==> src/rtl/icwts_pkg.sv <==
// ----------------------------------------------------------------------------
// icwts_pkg
// Shared opcodes and choice codes for the idle cpu wake target selector.
// ----------------------------------------------------------------------------
package icwts_pkg;

    localparam int OPCODE_W = 3;
    localparam int CPU_ID_W = 3;
    localparam int PREF_W   = 8;
    localparam int KIND_W   = 2;

    typedef enum logic [OPCODE_W-1:0] {
        OP_IDLE_ENTER = 3'd0,
        OP_IDLE_EXIT  = 3'd1,
        OP_ENQUEUE    = 3'd2,
        OP_DEQUEUE    = 3'd3,
        OP_SELECT     = 3'd4
    } t_opcode;

    typedef enum logic [KIND_W-1:0] {
        KIND_NONE = 2'd0,
        KIND_PREV = 2'd1,
        KIND_SYNC = 2'd2,
        KIND_ANY  = 2'd3
    } t_choice_kind;

endpackage

==> src/rtl/idle_cpu_wake_target_selector.sv <==
// ----------------------------------------------------------------------------
// idle_cpu_wake_target_selector
// Idle cpu tracking, per-cpu queued task counters and wake target selection.
// ----------------------------------------------------------------------------
// Usage:
//   Request channel i_valid / o_stall carries one event or select request.
//   Opcodes idle enter, idle exit, enqueue and dequeue update state and give
//   no result; a select request gives exactly one result on o_valid / i_stall.
//   A request is registered on acceptance and resolved from the input register
//   by one priority encode over the idle and preferred masks plus a counter
//   compare; the result register then holds it. One request is accepted
//   every cycle while o_stall is low.
//   When the result register is full and i_stall is high, a select request in
//   the input register waits and o_stall rises; event requests still drain.
//   i_select_enable_we writes the select enable bit; write it while idle.
//   Synchronous active-low reset clears idle bits, counters, the enable bit
//   and both valid flags; no cpu is idle and no request is held after reset.
// ----------------------------------------------------------------------------
module idle_cpu_wake_target_selector
    import icwts_pkg::*;
#(
    parameter int NUM_CPUS    = 8,
    parameter int COUNT_WIDTH = 16
) (
    input  logic                i_clk,
    input  logic                i_rst_n,
    input  logic                i_select_enable_we,
    input  logic                i_select_enable,
    input  logic                i_valid,
    output logic                o_stall,
    input  logic [OPCODE_W-1:0] i_opcode,
    input  logic [CPU_ID_W-1:0] i_cpu_id,
    input  logic [PREF_W-1:0]   i_preferred_set,
    input  logic [CPU_ID_W-1:0] i_previous_cpu,
    input  logic                i_single_cpu_only,
    input  logic                i_wake_sync,
    input  logic                i_waker_exiting,
    output logic                o_valid,
    input  logic                i_stall,
    output logic                o_target_valid,
    output logic [CPU_ID_W-1:0] o_wake_cpu,
    output logic [KIND_W-1:0]   o_choice_kind
);

    // only cpus reachable through a 3-bit id are tracked
    localparam int SEL_CPUS = (NUM_CPUS < (1 << CPU_ID_W)) ? NUM_CPUS : (1 << CPU_ID_W);
    localparam int SEL_IDX_W = $clog2(SEL_CPUS);
    localparam logic [CPU_ID_W:0] SEL_CPUS_V = (CPU_ID_W+1)'(SEL_CPUS);
    localparam logic [COUNT_WIDTH-1:0] COUNT_MAX = '1;

    logic                   r_enable;
    logic [SEL_CPUS-1:0]    r_idle;
    logic [COUNT_WIDTH-1:0] r_count [SEL_CPUS];

    logic                r_in_vld;
    logic [OPCODE_W-1:0] r_opcode;
    logic [CPU_ID_W-1:0] r_cpu;
    logic [PREF_W-1:0]   r_pref;
    logic [CPU_ID_W-1:0] r_prev;
    logic                r_single;
    logic                r_sync;
    logic                r_exiting;

    logic                r_out_vld;
    logic                r_tgt_vld;
    logic [CPU_ID_W-1:0] r_tgt_cpu;
    t_choice_kind        r_kind;

    logic                in_accept;
    logic                is_select;
    logic                stage_adv;
    logic                out_free;
    logic                cpu_ok;
    logic                prev_ok;
    logic [SEL_IDX_W-1:0] cpu_idx;
    logic [SEL_IDX_W-1:0] prev_idx;
    logic [SEL_CPUS-1:0] pref_v;
    logic [SEL_CPUS-1:0] cand;
    logic [CPU_ID_W-1:0] any_idx;
    logic                prev_hit;
    logic                sync_hit;
    logic [COUNT_WIDTH-1:0] cnt_cur;

    logic [SEL_CPUS-1:0]    n_idle;
    logic                   n_cnt_we;
    logic [COUNT_WIDTH-1:0] n_cnt;
    logic                   n_tgt_vld;
    logic [CPU_ID_W-1:0]    n_tgt_cpu;
    t_choice_kind           n_kind;

    assign is_select = (r_opcode == OP_SELECT);
    assign out_free  = !r_out_vld || !i_stall;
    assign stage_adv = r_in_vld && (!is_select || out_free);
    assign o_stall   = r_in_vld && !stage_adv;
    assign in_accept = i_valid && !o_stall;

    assign cpu_ok   = {1'b0, r_cpu} < SEL_CPUS_V;
    assign prev_ok  = {1'b0, r_prev} < SEL_CPUS_V;
    assign cpu_idx  = r_cpu[SEL_IDX_W-1:0];
    assign prev_idx = r_prev[SEL_IDX_W-1:0];
    assign pref_v   = r_pref[SEL_CPUS-1:0];
    assign cand     = pref_v & r_idle;
    assign cnt_cur  = r_count[cpu_idx];

    always_comb begin
        any_idx = '0;
        for (int i = SEL_CPUS - 1; i >= 0; i--) begin
            if (cand[i]) begin
                any_idx = CPU_ID_W'(i);
            end
        end
    end

    assign prev_hit = prev_ok && pref_v[prev_idx] && r_idle[prev_idx];
    assign sync_hit = r_sync && !r_exiting && cpu_ok && (cnt_cur == '0) && pref_v[cpu_idx];

    always_comb begin
        n_idle    = r_idle;
        n_cnt_we  = 1'b0;
        n_cnt     = cnt_cur;
        n_tgt_vld = 1'b0;
        n_tgt_cpu = '0;
        n_kind    = KIND_NONE;
        case (r_opcode)
            OP_IDLE_ENTER: begin
                if (cpu_ok) begin
                    n_idle[cpu_idx] = 1'b1;
                end
            end
            OP_IDLE_EXIT: begin
                if (cpu_ok) begin
                    n_idle[cpu_idx] = 1'b0;
                end
            end
            OP_ENQUEUE: begin
                if (cpu_ok && cnt_cur != COUNT_MAX) begin
                    n_cnt_we = 1'b1;
                    n_cnt    = cnt_cur + 1'b1;
                end
            end
            OP_DEQUEUE: begin
                if (cpu_ok && cnt_cur != '0) begin
                    n_cnt_we = 1'b1;
                    n_cnt    = cnt_cur - 1'b1;
                end
            end
            OP_SELECT: begin
                if (r_enable) begin
                    if (prev_hit) begin
                        n_idle[prev_idx] = 1'b0;
                        n_tgt_vld        = 1'b1;
                        n_tgt_cpu        = r_prev;
                        n_kind           = KIND_PREV;
                    end else if (r_single) begin
                        n_tgt_vld = 1'b0;
                    end else if (sync_hit) begin
                        n_tgt_vld = 1'b1;
                        n_tgt_cpu = r_cpu;
                        n_kind    = KIND_SYNC;
                    end else if (cand != '0) begin
                        n_idle[any_idx[SEL_IDX_W-1:0]] = 1'b0;
                        n_tgt_vld = 1'b1;
                        n_tgt_cpu = any_idx;
                        n_kind    = KIND_ANY;
                    end
                end
            end
            default: begin
                n_idle = r_idle;
            end
        endcase
    end

    always_ff @(posedge i_clk) begin
        if (!i_rst_n) begin
            r_enable  <= 1'b0;
            r_idle    <= '0;
            r_in_vld  <= 1'b0;
            r_out_vld <= 1'b0;
            for (int i = 0; i < SEL_CPUS; i++) begin
                r_count[i] <= '0;
            end
        end else begin
            if (i_select_enable_we) begin
                r_enable <= i_select_enable;
            end
            if (in_accept) begin
                r_in_vld <= 1'b1;
            end else if (stage_adv) begin
                r_in_vld <= 1'b0;
            end
            if (stage_adv) begin
                r_idle <= n_idle;
                if (n_cnt_we) begin
                    r_count[cpu_idx] <= n_cnt;
                end
            end
            if (stage_adv && is_select) begin
                r_out_vld <= 1'b1;
            end else if (!i_stall) begin
                r_out_vld <= 1'b0;
            end
        end
    end

    always_ff @(posedge i_clk) begin
        if (in_accept) begin
            r_opcode  <= i_opcode;
            r_cpu     <= i_cpu_id;
            r_pref    <= i_preferred_set;
            r_prev    <= i_previous_cpu;
            r_single  <= i_single_cpu_only;
            r_sync    <= i_wake_sync;
            r_exiting <= i_waker_exiting;
        end
        if (stage_adv && is_select) begin
            r_tgt_vld <= n_tgt_vld;
            r_tgt_cpu <= n_tgt_cpu;
            r_kind    <= n_kind;
        end
    end

    assign o_valid        = r_out_vld;
    assign o_target_valid = r_tgt_vld;
    assign o_wake_cpu     = r_tgt_cpu;
    assign o_choice_kind  = r_kind;

endmodule

==> config.mk <==
export PLATFORM = sky130hd
export DESIGN_NAME = idle_cpu_wake_target_selector
export DESIGN_NICKNAME = d
export VERILOG_FILES = /design/src/rtl/icwts_pkg.sv /design/src/rtl/idle_cpu_wake_target_selector.sv
export SDC_FILE = /design/constraint.sdc
export NUM_CORES = 1
export LEC_CHECK = 0
export BUFFER_PORTS_ARGS = -buffer_cell sky130_fd_sc_hd__clkbuf_2
export CAP_MARGIN = 10
export CORE_MARGIN = 2
export CORE_UTILIZATION = 55
export CTS_BUF_LIST = sky130_fd_sc_hd__clkbuf_8
export DETAILED_ROUTE_END_ITERATION = 10
export PLACE_DENSITY = 0.81
export SYNTH_ARGS = -nofsm -noshare
export SYNTH_HDL_FRONTEND = slang
export SYNTH_SLANG_ARGS = --single-unit
==> constraint.sdc <==
create_clock -name i_clk -period 12.9 [get_ports i_clk]
set_input_delay 1.29 -clock i_clk [delete_from_list [all_inputs] [get_ports i_clk]]
set_output_delay 1.29 -clock i_clk [all_outputs]
set_load 0.01 [all_outputs]
Yosys cells after proc, flatten, opt, wreduce, memory -nomap -nowiden
Memory sizes are Yosys's and may differ from the RTL's. A register that Yosys moved wholly into a read port is not among the register bits. Index checks and enable logic that the tools add are counted. W data, S select, Z words.

Bits in registers: 37. Memory bits (writable): 128. Input port bits: 26. Output and inout bits: 8. Word-level logic and storage cells: 130. Memories kept: 1.

Memory list: r_count (words 8, width 16, rd ports 1, clocked after memory_dff 1, write ports 8, RTL line idle_cpu_wake_target_selector.sv:53) `logic [COUNT_WIDTH-1:0] r_count [SEL_CPUS];`.

Add/sub/neg operators: 2. Order comparisons: 6. Equal/unequal tests: 10. Muxes and demuxes: 57. Bitwise gates (word level): 10. Reductions and logical operators: 29.

Operator list (number): $mux W16 (3); $mux W3 (14); $mux W8 (5); $and A8 B8 Y8 (4); $pmux W16 S2 (1); $mux W1 (24); $not A8 Y8 (3); $pmux W8 S3 (1); $add A16 B1 Y16 const B (1); $logic_not A16 Y1 (1); $ne A16 B16 Y1 const B (1); $reduce_bool A16 Y1 (1); $reduce_or A16 Y1 (1); $sub A16 B1 Y16 const B (1); $lt A3 B4 Y1 const B (3); $logic_and A1 B1 Y1 (11); $bmux W1 S3 (3); $demux W1 S3 (3); $ge A3 B1 Y1 const B (3); $or A8 B8 Y8 (1); $reduce_bool A8 Y1 (1); $eq A3 B2 Y1 const B (2); $logic_not A1 Y1 (6); $reduce_and A6 Y1 (1); other kinds (16) (19).

Longest topological paths before layout
Gate-level depths: netlist of the first run.

Depth in word-level cells: 21. Mapped depth: 15. Depth with buffers taken out: 10.

Worst setup path before layout of the first run
OpenSTA, ideal clock, no wires.

Path kind: register to register. Start: register (tool-made name). End: memory r_count[4][0] (enable). Setup time: 372 ps. Arrival: 3668 ps. Required time: 12528 ps. Path slack: 8860 ps. Cell stages (with the launch flop): 15. Path buffers: 4. Clock period less this slack: 4040 ps. Cell sequence: dfxtp_1 buf_2 buf_2 mux4_2 mux2i_1 inv_1 ha_1 inv_1 or3_1 clkbuf_1 nor3_1 a221oi_2 nand4_1 buf_2 nand2_1.

RTL lines (RTL line): end: declaration (idle_cpu_wake_target_selector.sv:53).

==> flow_summary.ini, run 1 <==
[cts]
cts_tree = done
cts-resized-gates = 0
cts_setup_buffers = 0
cts_hold_buffers = 0
htree_levels = 4
root_buffer = clkbuf_8
cts.sinks = 168
clock_latency_ns = 0.49
cts_buffers = 17
clk_pin_slew_worst_paths_ns = 0.10
clk_path_buf_depth = 2

[yosys]
synth_edf_count = 154
ys_ff_latch = 168
synth_cell_type_count = 65
syn_inst = 742
ys_warn_count = 0
synthArstFlopShare_pct = 0
ys.flop_type = edfxtp_1
syn_nets = 771
mappedNetlistArea_sq_um = 8880
yosysSeqAreaShare_pct = 55.2
avgSynthCellArea_sq_um = 12.0

[floorplan]
die_y_um = 131
start_util_pct = 56.1
row_count = 46
io_pins = 34
core_area_sq_um = 15800
die_w_um = 131
dieArea_sq_um = 17200

[drt]
drt_first_iter_violations = 1124
wl_um = 24700
num_vias = 6682
antenna_left = 0
wire_per_inst_um = 25.0
first_pass_iters = 7
drc = 0
routed_via_density = 6.76

[finish]
drive_gt1_share_pct = 16.4
antenna_cells = 0
synthToLayoutAreaGrowth_pct = 7.73
stdcell_count = 989
final_nets = 789

[placement]
gp_congestion = 0.968
io_buffers = 33
dp_hpwl_um = 18000
dp.cells = 957

[global_route]
grt.overflow.total = 0
grt_max_degree = 35
grt_pass1_wl_um = 37400
grt_usage_pct = 29.2
antenna_found_initial = 0
first_global_vias = 6412

[power_and_ir_drop]
peakVddDrop_mv = 0.0952
power_leakage_nw = 3.34
power_density_nw_per_um2 = 125

[setup_path]
cp-start-kind = flop
end_kind = flop
required_ns = 12.96
path_max_fanout = 32
crit_arrival_ns = 5.50
crit_type = flop to flop

[sta]
fmax_mhz = 184
setup_viol = 0
drv_slew = 0
tightest_slew_ns = 1.22
finalCritPeriodShare_pct = 42.2
rsz0062_at_grt = false
relSlewSlack_pct = 18.2
fin_tns_setup_ns = 0
finClkSkew_ns = 0.0207
period_minus_slack_ns = 5.44
hold_viol_final = 0

[run]
maxCapViolations = 0

[min_path]
min_path_type = flop to flop
worstHoldStart = o_valid

[outcome]
status = finished clean
[cell usage after synthesis, types with 8 or more instances]
library cell,number,share of area [%]
dfxtp_1,14,3.2
mux2i_1,24,2.7
edfxtp_1,154,52
inv_1,9,0.38
mux2_2,17,2.2
o21ai_0,16,0.90
nor2_1,139,5.9
nor2_2,8,0.56
nand2_1,63,2.7
nand4_1,8,0.56
o221ai_1,8,0.79
or3_1,8,0.56
a21oi_1,17,0.96
buf_2,12,0.68
nand3_1,28,1.6
clkbuf_1,24,1.0
nor4_1,12,0.84
mux4_1,19,5.6
nor3_1,20,1.1
a211oi_1,12,1.0
mux4_2,15,3.8
[power by group]
group          leakage [nW]  internal (mW)  switching, mW  total, mW
clock                 0.206          0.164          0.223      0.387
combinational          1.44         0.0571          0.117      0.174
sequential             1.69          0.613         0.0187      0.632
[per-layer routing]
| layer | track usage, % | routed length, um | up-vias |
|---|---|---|---|
| met3 | 5.09 | 2200 | 85 |
| met5 | 0 | 0 | - |
| met2 | 47.6 | 12400 | 465 |
| met4 | 17.1 | 1270 | 0 |
| li1 | - | - | 2903 |
| met1 | 36.9 | 8900 | 3229 |
[area by class of cell]
class	instances	area, sq um
fill	1225	6260
sequential	168	4910
clock buffer	17	234
tap	216	270
multi-input combinational	522	3710
clock inverter	15	181
timing repair buffer	42	233
inverter	9	33.8
[cell usage in the layout (no fill, tap or decap), drive strengths merged, types with 8 or more instances in the layout]
| cell type | netlist | layout |
|---|---|---|
| a21oi | 17 | 17 |
| o21ai | 17 | 17 |
| mux2i | 24 | 24 |
| nor3 | 21 | 21 |
| dfxtp | 14 | 14 |
| edfxtp | 154 | 154 |
| clkbuf | 24 | 50 |
| o221ai | 8 | 8 |
| nor4 | 13 | 13 |
| a211oi | 12 | 12 |
| mux2 | 17 | 17 |
| nand3 | 29 | 29 |
| nand2 | 63 | 63 |
| nand4 | 9 | 9 |
| mux4 | 34 | 34 |
| buf | 19 | 9 |
| or3 | 9 | 9 |
| inv | 9 | 16 |
| nor2 | 147 | 147 |
[path summary, 6_finish.rpt]
kind / end / slack, ns / depth (start not counted)
worst max-delay path: r_count[6][5] / 7.46 / 10
worst min-delay path: o_valid / 0.56 / 2
worst max register to register: r_count[6][5] / 7.46 / 10
worst min register to register: o_valid / 0.56 / 2
[kinds of logic (layout without fill, tap and decap cells)]
| kind of cell | Yosys count | count (layout) | share of synthesized area [%] |
|---|---|---|---|
| xor gates and xnor gates | 1 | 1 | 0.0986 |
| and+or+nand+nor | 333 | 333 | 17.8 |
| AOI/OAI and AO/OA | 110 | 110 | 9.06 |
| DFF | 168 | 168 | 55.2 |
| muxes | 75 | 75 | 14.3 |
| adders and majority gates | 3 | 3 | 0.423 |
| buffers and inverters | 52 | 83 | 3.11 |
[worst max-delay path: stages (launching register included)]
cell      delay (ns)
dfxtp_1         0.34
buf_4           0.41
mux4_2          0.58
mux2i_1         0.54
ha_1            0.31
inv_1           0.05
a2111o_1        0.40
nor4_4          0.79
a221oi_2        0.36
nand3_1         0.58
nand2_1         0.62
[metrics by stage]
| stage | worst slack [ns] | total power [mW] | hold WS [ns] | util, % | instance area [sq um] |
|---|---|---|---|---|---|
| 2_1_floorplan | 8.86 | 0.751 | 0.498 | - | 8880 |
| 3_3_place_gp | 7.80 | 0.809 | 0.525 | 57.8 | 9160 |
| 3_5_place_dp | 7.63 | 0.813 | 0.546 | 57.8 | 9160 |
| 4_1_cts | 7.59 | 1.19 | 0.559 | 60.5 | 9570 |
| 5_1_grt | 7.23 | 1.23 | 0.609 | 60.5 | 9570 |
| 6_report | 7.46 | 1.19 | 0.559 | 60.5 | 9570 |
[registers in the layout, summed over array words and instances (netlist names), named ones only]
name / count
cpu_idx: 3
o_choice_kind: 2
o_target_valid: 1
o_valid: 1
o_wake_cpu: 3
pref_v: 8
prev_idx: 3
r_count: 128
r_enable: 1
r_exiting: 1
r_idle: 8
r_in_vld: 1
r_opcode: 3
r_single: 1
r_sync: 1
No activity file was read; power rests on OpenSTA's default activity.
==> run 2, diff against run 1 <==
--- a/config.mk
+++ b/config.mk
@@ -11,7 +11,7 @@
 export CORE_UTILIZATION = 55
 export CTS_BUF_LIST = sky130_fd_sc_hd__clkbuf_8
 export DETAILED_ROUTE_END_ITERATION = 10
-export PLACE_DENSITY = 0.81
+export PLACE_DENSITY = 0.84
 export SYNTH_ARGS = -nofsm -noshare
 export SYNTH_HDL_FRONTEND = slang
 export SYNTH_SLANG_ARGS = --single-unit
==> constraint.sdc (replaced) <==
create_clock -name i_clk -period 4.4 [get_ports i_clk]
set_input_delay 0.44 -clock i_clk [delete_from_list [all_inputs] [get_ports i_clk]]
set_output_delay 0.44 -clock i_clk [all_outputs]
set_load 0.01 [all_outputs]
==> flow_summary.ini, run 2 (synthesis results as in run 1) <==
[global_route]
antenna_found_initial = 0
grt.overflow.total = 0
first_global_vias = 6408
grt_pass1_wl_um = 36500
grt_usage_pct = 28.2
grt_max_degree = 24

[finish]
drive_gt1_share_pct = 20.5
ff_latch_area_sq_um = 4910
largest_reg_flops = 128
final_common_cell = edfxtp_1
final_nets = 832
fill_cells = 1215
design_area_sq_um = 9890
antenna_cells = 0
top_register = r_count
layout_common_cells = 154 x edfxtp_1, 139 x nor2_1, 63 x nand2_1, 50 x buf_4, 33 x clkbuf_2
synthToLayoutAreaGrowth_pct = 11.4
multi_input_area_sq_um = 3700

[cts]
clk_path_buf_depth = 2
cts_buffers = 17
clock_latency_ns = 0.47
htree_levels = 4
clk_pin_slew_worst_paths_ns = 0.09
cts_setup_buffers = 0
cts_tree = done
cts_hold_buffers = 0
cts-resized-gates = 0
cts.sinks = 168
root_buffer = clkbuf_8

[min_path]
worstHoldStart = i_previous_cpu[2]
hold_depth = 1
min_path_type = input port to flop

[floorplan]
start_util_pct = 56.1
row_count = 46
io_pins = 34
die_w_um = 131
core_area_sq_um = 15800
dieArea_sq_um = 17200
die_y_um = 131

[sta]
whs_ns = 0.141
hold_viol_final = 0
rsz0062_at_grt = false
setup_viol = 0
fin_tns_setup_ns = 0
period_minus_slack_ns = 4.10
fmax_mhz = 244
finalCritPeriodShare_pct = 93.2
relSlewSlack_pct = 35.0
tightest_slew_ns = 0.975
drv_slew = 0
finClkSkew_ns = 0.0135

[placement]
postPlaceCellArea_sq_um = 9490
io_buffers = 33
dp_hpwl_um = 16200
gp_congestion = 0.958

[drt]
num_vias = 6782
antenna_left = 0
routed_via_density = 6.57
first_pass_iters = 5
drt_first_iter_violations = 877
wl_um = 23600
drc = 0
wire_per_inst_um = 22.9

[power_and_ir_drop]
peakVddDrop_mv = 0.277
power_leakage_nw = 3.55
power_density_nw_per_um2 = 353

[run]
maxCapViolations = 0

[setup_path]
crit_type = flop to flop
rrSetupSlack_ns = 0.30
reg2reg_depth = 11
crit_end = r_count[5][11]
regToRegEndpoint = r_count[5][11]
end_kind = flop
crit_arrival_ns = 4.38
required_ns = 4.68
cp-start-kind = flop
path_max_fanout = 11

[outcome]
status = finished clean
[run 2: routing by layer]
layer | global-route usage, % | wire [um] | share of wire (%) | up-vias
met3 | 7.10 | 2570 | 11 | 66
met2 | 44.2 | 11000 | 47 | 450
met4 | 9.18 | 646 | 2.7 | 0
met5 | 0 | 0 | 0 | -
met1 | 39.1 | 9350 | 40 | 3277
li1 | - | - | - | 2989
[run 2: worst min-delay path by stage]
stage / end
after floorplan: r_idle[5]
after global placement: r_idle[5]
after detailed placement: r_idle[5]
after CTS: pref_v[6]
after global routing: r_single
final: prev_idx[2]
[run 2: final cells by class]
type | instances | area share (%)
Sequential cell | 168 | 49.6
Multi-Input combinational cell | 522 | 37.4
Timing Repair Buffer | 85 | 5.87
Tap cell | 216 | 2.73
Clock buffer | 17 | 2.36
Clock inverter | 15 | 1.68
Inverter | 9 | 0.341
[run 2: power breakdown]
part | switching (mW) | internal [mW] | total, mW
sequential | 0.0457 | 1.80 | 1.84
clock | 0.603 | 0.517 | 1.12
combinational | 0.331 | 0.199 | 0.530
[run 2: per-stage QoR]
stage | util [%] | instances | setup slack [ns] | power [mW]
final | 62.5 | 1032 | 0.300 | 3.49
after floorplan | - | 742 | 0.360 | 2.20
after detailed placement | 60.0 | 1000 | 0.374 | 2.39
after global routing | 62.5 | 1032 | 0.0960 | 3.60
after global placement | 60.0 | 1000 | 0.407 | 2.39
after CTS | 62.5 | 1032 | 0.339 | 3.49
[run 2: critical path, stage by stage (launching register included)]
cell	delay (ns)
dfxtp_1	0.63
mux4_2	0.57
mux2i_1	0.33
buf_4	0.20
ha_1	0.21
inv_1	0.05
a2111o_1	0.40
nor4_4	0.37
buf_4	0.27
nor4_1	0.11
or3_1	0.47
a211oi_1	0.30
